[src/rtl/core/bbe_pkg.sv]
`timescale 1ns / 1ps
`default_nettype none
package bbe_pkg;

   localparam int MAX_WIDTH    = 1024;
   localparam int HEIGHT_LIMIT = 1024;
   localparam int ADDR_W       = $clog2(MAX_WIDTH);
   localparam int W_CNT_W      = ADDR_W + 1;
   localparam int H_W          = 11;
   localparam int CSR_W        = 11;
   localparam int CSR_IDX_W    = 2;
   localparam int NCELL        = 3;
   localparam int PART_W       = 10;
   localparam int SUM_W        = 12;
   localparam int CNT_W        = 4;
   localparam int RECIP_W      = 17;
   localparam int RECIP_SHIFT  = 16;

   localparam logic [CSR_IDX_W-1:0] REG_FRAME_WIDTH  = 2'd0;
   localparam logic [CSR_IDX_W-1:0] REG_FRAME_HEIGHT = 2'd1;

   typedef struct packed {
      logic [7:0] red;
      logic [7:0] green;
      logic [7:0] blue;
   } pixel_type;

   // window column: [0] top row, [1] middle row, [2] bottom row
   typedef pixel_type [2:0] column_type;

   typedef struct packed {
      pixel_type upper;
      pixel_type middle;
   } line_entry_type;

   typedef struct packed {
      logic [PART_W-1:0] red;
      logic [PART_W-1:0] green;
      logic [PART_W-1:0] blue;
   } part_sum_type;

   typedef part_sum_type [NCELL-1:0] part_vec_type;

   typedef struct packed {
      logic       drain;
      logic [7:0] red_in;
      logic [7:0] green_in;
      logic [7:0] blue_in;
   } req_word_type;

   typedef struct packed {
      logic [7:0] red_out;
      logic [7:0] green_out;
      logic [7:0] blue_out;
      logic       last_of_run;
      logic       frame_done;
   } rsp_word_type;

   // number of pixels averaged: rows in use times columns in use
   function automatic logic [CNT_W-1:0] count_of(input logic [2:0] rm, input logic [2:0] cm);
      logic [CNT_W-1:0] nr;
      logic [CNT_W-1:0] nc;
      nr = CNT_W'(rm[0]) + CNT_W'(rm[1]) + CNT_W'(rm[2]);
      nc = CNT_W'(cm[0]) + CNT_W'(cm[1]) + CNT_W'(cm[2]);
      return CNT_W'(nr * nc);
   endfunction

   // ceil(2^16 / count); exact floor for every dividend below 2^15
   function automatic logic [RECIP_W-1:0] recip_of(input logic [CNT_W-1:0] cnt);
      logic [RECIP_W-1:0] k;
      case (cnt)
         4'd1:    k = 17'd65536;
         4'd2:    k = 17'd32768;
         4'd3:    k = 17'd21846;
         4'd4:    k = 17'd16384;
         4'd6:    k = 17'd10923;
         4'd9:    k = 17'd7282;
         default: k = 17'd65536;
      endcase
      return k;
   endfunction

endpackage
`default_nettype wire

[src/rtl/core/bbe_cell.sv]
`timescale 1ns / 1ps
`default_nettype none
module bbe_cell (
   input  wire logic                clock,
   input  wire logic                shift_en,
   input  wire bbe_pkg::column_type col_in,
   output bbe_pkg::column_type      col_out,
   input  wire logic [2:0]          row_mask,
   input  wire logic                col_en,
   output bbe_pkg::part_sum_type    part_sum
);
   import bbe_pkg::*;

   column_type col_ff;

   always_ff @(posedge clock) begin
      if (shift_en) begin
         col_ff <= col_in;
      end
   end

   assign col_out = col_ff;

   // masked column sum per channel
   always_comb begin
      part_sum = '0;
      for (int i = 0; i < 3; i++) begin
         if (row_mask[i] && col_en) begin
            part_sum.red   = part_sum.red   + PART_W'(col_ff[i].red);
            part_sum.green = part_sum.green + PART_W'(col_ff[i].green);
            part_sum.blue  = part_sum.blue  + PART_W'(col_ff[i].blue);
         end
      end
   end

endmodule
`default_nettype wire

[config.mk]
export PLATFORM = sky130hd
export DESIGN_NAME = bbe_cell
export DESIGN_NICKNAME = d
export VERILOG_FILES = /design/src/rtl/core/bbe_pkg.sv /design/src/rtl/core/bbe_cell.sv
export SDC_FILE = /design/constraint.sdc
export NUM_CORES = 1
export LEC_CHECK = 0
export BUFFER_PORTS_ARGS = -buffer_cell sky130_fd_sc_hd__buf_2
export CORE_MARGIN = 4
export CORE_UTILIZATION = 55
export DETAILED_ROUTE_END_ITERATION = 10
export HOLD_SLACK_MARGIN = 0.05
export PLACE_DENSITY = 0.93
export SYNTH_ARGS = -nofsm -noshare
export SYNTH_HDL_FRONTEND = slang
export SYNTH_SLANG_ARGS = --single-unit
[constraint.sdc]
create_clock -name clock -period 17.3 [get_ports clock]
set_input_delay 3.46 -clock clock [delete_from_list [all_inputs] [get_ports clock]]
set_output_delay 3.46 -clock clock [all_outputs]
set_load 0.05 [all_outputs]
==> impl_results.md <==
- Hold Crit Start: col_in[57]
- Slowest cell on crit path: and2_1
- Slew margin rel.: 40.1%
- Critical path fanouts, max: 27
- WHS: 3.27 ns
- Synth top area share: 43.5%
- Startpoint types: primary input
- Synth Flop Type: edfxtp_1
- Die ar.: 10600 um2
- Fin Setup TNS: 0 ns
- Pre-antenna DRT Iters: 6
- WL/cell: 17.5 um
- Synth cell types: 57
- Initial antenna violation count: 0
- Core area: 8760 um2
- Top area cells in the synthesized netlist: edfxtp_1, ha_1, nand2_1
- RSZ-0062 raised after global routing: no
- Site row count: 34
- Hold Path Sink: col_out[57]
- Pleak: 2.91 nW
- Number of global-route vias before repair: 4271
- Total GRT Usage: 25.4%
- Post-CTS resize count: 0
- Synthesized Nets: 610
- Congestion Overflow GR: 0
- 1st-iter DRT viols: 274
- Max-Cap Viols: 0
- Async S/R FF share, synth: 0%
- WS Path Type: in -> out
- Highest clock rate: 86.5 MHz
- Clk sinks: 72
- Layout cells sized above 1: 32.9%
- Initial Utilization: 56.7%
- CP Buf/Inv Count: 3
- Final net count: 782
- Outcome: complete, no violations
- Vias: 4400
- Bufs on Longest Clock Path: 2
- Fin crit period: 11.56 ns
- Root Buffer: clkbuf_8
- Register bit count reported by yosys: 72
- CP delay by family, top: compound AO/OA/AOI/OAI gates
- Post-placement cell area: 5920 um2
- Cts hold-fix bufs: 0
- Fin. Hold Viols: 0
- Hold/Removal Path Class: in -> reg
- Worst-path clk slew: 0.08 ns
- Number of synthesized flops with an enable pin: 72
- Critical Path AT: 8.10 ns
- Required time of the critical path: 13.84 ns
- Remaining DRCs: 0
- Post-synth top cells: edfxtp_1, nand2_1, ha_1, nor2_1, a21oi_1
- Synthesis-to-finish area growth: 22.9%
- Slowest stage delay, CP: 0.76 ns
- Pin count of the biggest net entering global routing: 73
- Cell count after synthesis: 481
- GP Congestion: 0.907
- Period utilization: 66.8%
- Cell area after layout: 6110 um2
- First-pass GRT wire length: 20.9 mm
- Final WL: 13.4 mm
- Average size of a mapped cell: 10.3 um2
- Measured slew at the worst slew-check pin: 0.898 ns
- FF+latch area: 2160 um2
- # IOs: 180
- Post-CTS setup buffers: 0
- Pwr Density: 93.0 nW/um2
- Die height: 103 um
- Count leader, synth: edfxtp_1
- Crit path cell chain: buf_2 -> and2_1 -> nand2_1 -> inv_1 -> ha_1 -> a21o_1 -> a21o_2 -> maj3_1 -> a32oi_1 -> xor2_1 -> o22ai_1 -> ha_1 -> o41ai_1 -> xnor2_1 -> mux2_2 -> buf_2
- Area of the multi-input gates: 2610 um2
- Peak VDD IR: 57.5 uV
- Yosys warnings: 0
- Max-slew violation count: 0
- Number of flip-flops in the largest register: 72
- WHS Path Cells: 1
- CTS tree: done
- # fillers: 677
- CP endpoint kind: primary output
- Cts bufs inserted: 9
- Post-Syn Area: 4970 um2
- Die X: 103 um
- Sequential area share after synthesis: 43.5%
- Vias per std cell: 5.74
- Post-synth top area cell: edfxtp_1
- Detail Placement HPWL: 10.4 mm
- H-tree level count: 3
- # port buffers: 179
- Worst setup margin: 5.74 ns
- Place WS: 5.78 ns
- Post-route ant nets: 0
- Final setup vio count: 0
[report_power, final]
group,switching (mW),internal (mW),total (mW)
logic,0.149,0.0658,0.215
clock network,0.0660,0.0658,0.132
registers,0.0129,0.208,0.221
total,0.228,0.340,0.568
[metal layers]
layer / global-route usage (%) / wire length (um) / vias up
li1: - / - / 2108
met3: 4.67 / 1280 / 27
met2: 41.9 / 6500 / 221
met5: 0 / 0 / -
met4: 8.86 / 285 / 0
met1: 33.8 / 5340 / 2044
[cells by family (layout without fill, tap and decap cells)]
group / after synthesis / in the layout / synth area share (%)
simple gates: 138 / 138 / 12.9
compound gates: 119 / 119 / 15.8
fa+ha+maj: 56 / 56 / 14.8
mux: 8 / 8 / 1.79
buf+inv: 47 / 223 / 3.98
xor+xnor: 41 / 41 / 7.23
other cells: 0 / 1 / 0
flops: 72 / 72 / 43.5
[cells in the final DEF, fill, tap and decap left out, types with 8 or more instances in the layout]
cell	count
buf_2	179
edfxtp_1	72
nand2_1	55
ha_1	45
nor2_1	34
a21oi_1	29
inv_1	27
o21ai_0	22
xnor2_1	21
xor2_1	20
o22ai_1	12
a21o_1	10
nand3_1	10
clkbuf_8	9
and3_1	8
and2_1	8
[metrics by stage]
stage,total power [mW],std cells,utilization [%]
final,0.568,766,69.7
after floorplan,0.385,481,-
after global placement,0.432,750,67.5
after CTS,0.570,765,69.6
after detailed placement,0.438,750,67.5
after global routing,0.596,765,69.6
[how the worst max path moves through the flow]
stage	slack (ns)	endpoint	cells past startpoint	startpoint
final	5.74	part_sum[27]	16	col_en
after global routing	5.35	part_sum[17]	22	col_en
after CTS	5.79	part_sum[27]	21	col_en
after detailed placement	5.78	part_sum[27]	21	col_en
after global placement	5.96	part_sum[17]	22	col_en
after floorplan	6.11	part_sum[29]	19	row_mask[0]
[cell type report]
cell class                 count  share of cell area [%]
sequential                    72                    35.4
inverter                      27                    1.66
clock inverter                 5                   0.963
antenna                        1                  0.0410
clock buffer                  10                    2.09
timing repair buffer         181                    14.9
multi-input combinational    362                    42.7
tap                          108                    2.21
Note: power is estimated with default switching activity, not from simulation.
