$ cat src/rtl/core/bbe_pkg.sv
`timescale 1ns / 1ps
`default_nettype none
package bbe_pkg;

   localparam int MAX_WIDTH    = 1024;
   localparam int HEIGHT_LIMIT = 1024;
   localparam int ADDR_W       = $clog2(MAX_WIDTH);
   localparam int W_CNT_W      = ADDR_W + 1;
   localparam int H_W          = 11;
   localparam int CSR_W        = 11;
   localparam int CSR_IDX_W    = 2;
   localparam int NCELL        = 3;
   localparam int PART_W       = 10;
   localparam int SUM_W        = 12;
   localparam int CNT_W        = 4;
   localparam int RECIP_W      = 17;
   localparam int RECIP_SHIFT  = 16;

   localparam logic [CSR_IDX_W-1:0] REG_FRAME_WIDTH  = 2'd0;
   localparam logic [CSR_IDX_W-1:0] REG_FRAME_HEIGHT = 2'd1;

   typedef struct packed {
      logic [7:0] red;
      logic [7:0] green;
      logic [7:0] blue;
   } pixel_type;

   // window column: [0] top row, [1] middle row, [2] bottom row
   typedef pixel_type [2:0] column_type;

   typedef struct packed {
      pixel_type upper;
      pixel_type middle;
   } line_entry_type;

   typedef struct packed {
      logic [PART_W-1:0] red;
      logic [PART_W-1:0] green;
      logic [PART_W-1:0] blue;
   } part_sum_type;

   typedef part_sum_type [NCELL-1:0] part_vec_type;

   typedef struct packed {
      logic       drain;
      logic [7:0] red_in;
      logic [7:0] green_in;
      logic [7:0] blue_in;
   } req_word_type;

   typedef struct packed {
      logic [7:0] red_out;
      logic [7:0] green_out;
      logic [7:0] blue_out;
      logic       last_of_run;
      logic       frame_done;
   } rsp_word_type;

   // number of pixels averaged: rows in use times columns in use
   function automatic logic [CNT_W-1:0] count_of(input logic [2:0] rm, input logic [2:0] cm);
      logic [CNT_W-1:0] nr;
      logic [CNT_W-1:0] nc;
      nr = CNT_W'(rm[0]) + CNT_W'(rm[1]) + CNT_W'(rm[2]);
      nc = CNT_W'(cm[0]) + CNT_W'(cm[1]) + CNT_W'(cm[2]);
      return CNT_W'(nr * nc);
   endfunction

   // ceil(2^16 / count); exact floor for every dividend below 2^15
   function automatic logic [RECIP_W-1:0] recip_of(input logic [CNT_W-1:0] cnt);
      logic [RECIP_W-1:0] k;
      case (cnt)
         4'd1:    k = 17'd65536;
         4'd2:    k = 17'd32768;
         4'd3:    k = 17'd21846;
         4'd4:    k = 17'd16384;
         4'd6:    k = 17'd10923;
         4'd9:    k = 17'd7282;
         default: k = 17'd65536;
      endcase
      return k;
   endfunction

endpackage
`default_nettype wire

$ cat src/rtl/core/bbe_mean.sv
`timescale 1ns / 1ps
`default_nettype none
module bbe_mean (
   input  wire logic                       clock,
   input  wire logic                       load,
   input  wire bbe_pkg::part_vec_type      parts,
   input  wire logic [bbe_pkg::CNT_W-1:0]  count,
   output bbe_pkg::pixel_type              mean
);
   import bbe_pkg::*;

   localparam int PROD_W = SUM_W + RECIP_W;

   logic [SUM_W-1:0]   m_red_ff, m_green_ff, m_blue_ff;
   logic [SUM_W-1:0]   m_red_in, m_green_in, m_blue_in;
   logic [RECIP_W-1:0] k_ff;
   logic [PROD_W-1:0]  prod_red, prod_green, prod_blue;
   logic [SUM_W-1:0]   half;

   // round half up: (2s+n)/(2n) == (s + n/2) / n
   always_comb begin
      half       = SUM_W'(count >> 1);
      m_red_in   = half;
      m_green_in = half;
      m_blue_in  = half;
      for (int k = 0; k < NCELL; k++) begin
         m_red_in   = m_red_in   + SUM_W'(parts[k].red);
         m_green_in = m_green_in + SUM_W'(parts[k].green);
         m_blue_in  = m_blue_in  + SUM_W'(parts[k].blue);
      end
   end

   always_ff @(posedge clock) begin
      if (load) begin
         m_red_ff   <= m_red_in;
         m_green_ff <= m_green_in;
         m_blue_ff  <= m_blue_in;
         k_ff       <= recip_of(count);
      end
   end

   assign prod_red   = PROD_W'(m_red_ff)   * PROD_W'(k_ff);
   assign prod_green = PROD_W'(m_green_ff) * PROD_W'(k_ff);
   assign prod_blue  = PROD_W'(m_blue_ff)  * PROD_W'(k_ff);

   assign mean.red   = prod_red[RECIP_SHIFT+7:RECIP_SHIFT];
   assign mean.green = prod_green[RECIP_SHIFT+7:RECIP_SHIFT];
   assign mean.blue  = prod_blue[RECIP_SHIFT+7:RECIP_SHIFT];

endmodule
`default_nettype wire

$ cat config.mk
export PLATFORM = sky130hd
export DESIGN_NAME = bbe_mean
export DESIGN_NICKNAME = d
export VERILOG_FILES = /design/src/rtl/core/bbe_pkg.sv /design/src/rtl/core/bbe_mean.sv
export SDC_FILE = /design/constraint.sdc
export NUM_CORES = 1
export LEC_CHECK = 0
export ABC_AREA = 1
export BUFFER_PORTS_ARGS = -buffer_cell sky130_fd_sc_hd__buf_2
export CAP_MARGIN = 20
export CORE_UTILIZATION = 40
export CTS_CLUSTER_SIZE = 16
export DETAILED_ROUTE_END_ITERATION = 12
export GPL_TIMING_DRIVEN = 0
export SLEW_MARGIN = 20
export SYNTH_ARGS = -nofsm -noshare
export SYNTH_HDL_FRONTEND = slang
export SYNTH_SLANG_ARGS = --single-unit
export TNS_END_PERCENT = 30
$ cat constraint.sdc
create_clock -name clock -period 6.5 [get_ports clock]
set_input_delay 0.975 -clock clock [delete_from_list [all_inputs] [get_ports clock]]
set_output_delay 0.975 -clock clock [all_outputs]
set_load 0.03 [all_outputs]
==> metrics <==
# DRC 0; Yosys reg bits 44; top post-synthesis cells by count 771 x inv_1, 504 x nand2_1, 414 x fa_1; post-DP HPWL between 40 and 50 mm; cell taking the most area after synthesis fa_1; status finished, final reports clean; GRT Util Overall 0.222; Least-Margin Pin Slew about 0.99 ns; share of layout cells above drive strength 1 0.120; full die area 48400 µm²; Worst Hold Path Cells 2; Post-Syn Area approximately 19000 µm²; f_max between 150 and 200 MHz; Final Critical Period between 6 and 7 ns; RSZ-0062 raised after global routing true; Layout area overhead 13.0%; share of flip-flops with an asynchronous set or reset 0; initial antenna violation count 0; most frequent CP cell nand2_1; FP Rows 79; fin nets approximately 3200; hold worst-path end k_ff[14]; gr ovfl total 0; Post-Place Cell Area about 20000 µm²; Num CTS Buffers 5; max-slew violation count 0; routability cong. 0.918; cell with the most instances after synthesis inv_1; Final Instance Area about 21000 µm²; Hold-fix buffers, CTS 0; top cell type's share of synthesized area 0.436; H-tree Lvls 2; total I/O pin count 120; Arrival @ worst endpoint approximately 5.3 ns; placed instance count between 3000 and 4000; Required @ worst endpoint 5.52 ns; critical path type flip-flop to output pin; vias in the first global route between 15000 and 20000; max-cap violations 0; IO buf count 119; Slew HR 0.337; Clock Path Buffers 2; crit share post-route 0.968; Post-Syn Nets between 3000 and 4000; CTS tree built; first-pass GRT wire length a little over 80 mm; final setup vio count 0; Fillers 4614; routed vias/inst ~4.8; Chip Height 220 µm; Post-synth EDFFs 44; via count 14800; Clock Pin Slew Worst Setup and Hold Paths ~0.070 ns; largest net degree at the start of global routing 45; sequential area share after synthesis 0.0695; Die W roughly 220 µm; Avg Inst Size Synth 8.10 µm²; CP max stage cell fa_1; wire per inst between 15 and 20 µm; Synthesis Warnings 0; crit-path max cell delay 0.55 ns; HP Class input pin to flip-flop; final cell count without fillers approximately 3100; Routed Antenna Nets 0; clk root buf clkbuf_16; final WL around 51 mm; post-layout util 0.459; Sink Count 44; hold path startpoint count[0]; Final Hold Fails 0; Starting Density 0.407; Crit. End Element output pin; Pre-antenna DRT Iters 5; element type at the critical path start flip-flop; Core ar. 46800 µm²; Max Fanout on Critical Path 10; top cells by area, synth fa_1 44%, inv_1 15%, ha_1 12%, nand2_1 10%, edfxtp_1 7.0%; Primary FF master, synth edfxtp_1; Post-Synthesis Cells between 2000 and 2500; library cells used by synthesis 30; Iter 0 DRT Violations approximately 1200
[kinds of logic after synthesis]
| family | after synthesis | synth area share |
|---|---|---|
| buffers and inverters | 820 | 0.163 |
| AOI/OAI and AO/OA | 140 | 0.0400 |
| and+or+nand+nor | 696 | 0.149 |
| DFF | 44 | 0.0695 |
| adders and majority gates | 597 | 0.556 |
| xor gates and xnor gates | 49 | 0.0226 |
[critical path, delay by kind of cell (launching register included)]
| kind | cells | cell delay (ns) |
|---|---|---|
| AO/OA/AOI/OAI | 1 | 0.16 |
| AND/OR/NAND/NOR | 9 | 0.75 |
| buffers and inverters | 9 | 0.90 |
| adder cells (fa/ha/maj) | 6 | 2.87 |
| flip-flops | 1 | 0.34 |
[cells in the final DEF, fill, tap and decap left out, drive strengths merged, types with 18 or more instances in the layout]
cell / n
a21oi: 81
buf: 180
clkbuf: 18
edfxtp: 44
fa: 414
ha: 183
inv: 771
nand2: 519
nand3: 53
nand4: 20
nor2: 82
o21ai: 35
xnor2: 21
xor2: 28
[repair_timing]
action                                  CTS  global route
endpoints found under the setup margin   24            24
gates resized for setup                  56           148
pin swaps                                 1            28
setup buffers                             9            31
cloned                                    0             1
endpoints found under the hold margin     0             0
[layout make-up]
type,instances,area (µm²),area share
clock inverter,3,42.5,0.00198
buffer,33,333,0.0155
multi-input combinational,1482,15000,0.698
inverter,771,2890,0.135
timing repair buffer,160,998,0.0465
sequential,44,1320,0.0615
clock buffer,5,125,0.00583
tap,607,759,0.0354
antenna,1,2.50,0.000117
[worst max-delay path by stage]
stage                     slack (ns)       end  startpoint  cells past startpoint
after floorplan                 0.60  mean[10]    k_ff[12]                     21
after global placement         -0.76   mean[7]    k_ff[11]                     22
after detailed placement       -0.72   mean[5]    k_ff[11]                     21
after CTS                      0.002   mean[5]    k_ff[13]                     23
after global routing           -0.04   mean[5]    k_ff[12]                     21
final                           0.21   mean[7]    k_ff[13]                     25
[state kept, by name, summed over array words and instances (netlist names)]
name and cells:
k_ff 8, m_blue_ff 12, m_green_ff 12, m_red_ff 12
[metal layers]
metal	up-vias	wire (µm)	global-route usage
met5	-	0	0
met4	0	1180	0.0372
met3	62	3060	0.0207
met2	439	23600	0.367
met1	7261	23500	0.321
li1	7048	-	-
[stage by stage]
step	setup TNS, ns	hold slack (ns)	setup WS, ns
floorplan	0	1.09	0.600
global placement	-8.45	1.35	-0.758
detailed placement	-8.64	1.36	-0.723
CTS	0	1.05	0.00240
global route	-0.0602	1.07	-0.0407
finish	0	1.06	0.207
Power is not shown: default switching activity piles up to over one toggle a cycle in this logic, so the estimate is an artifact.
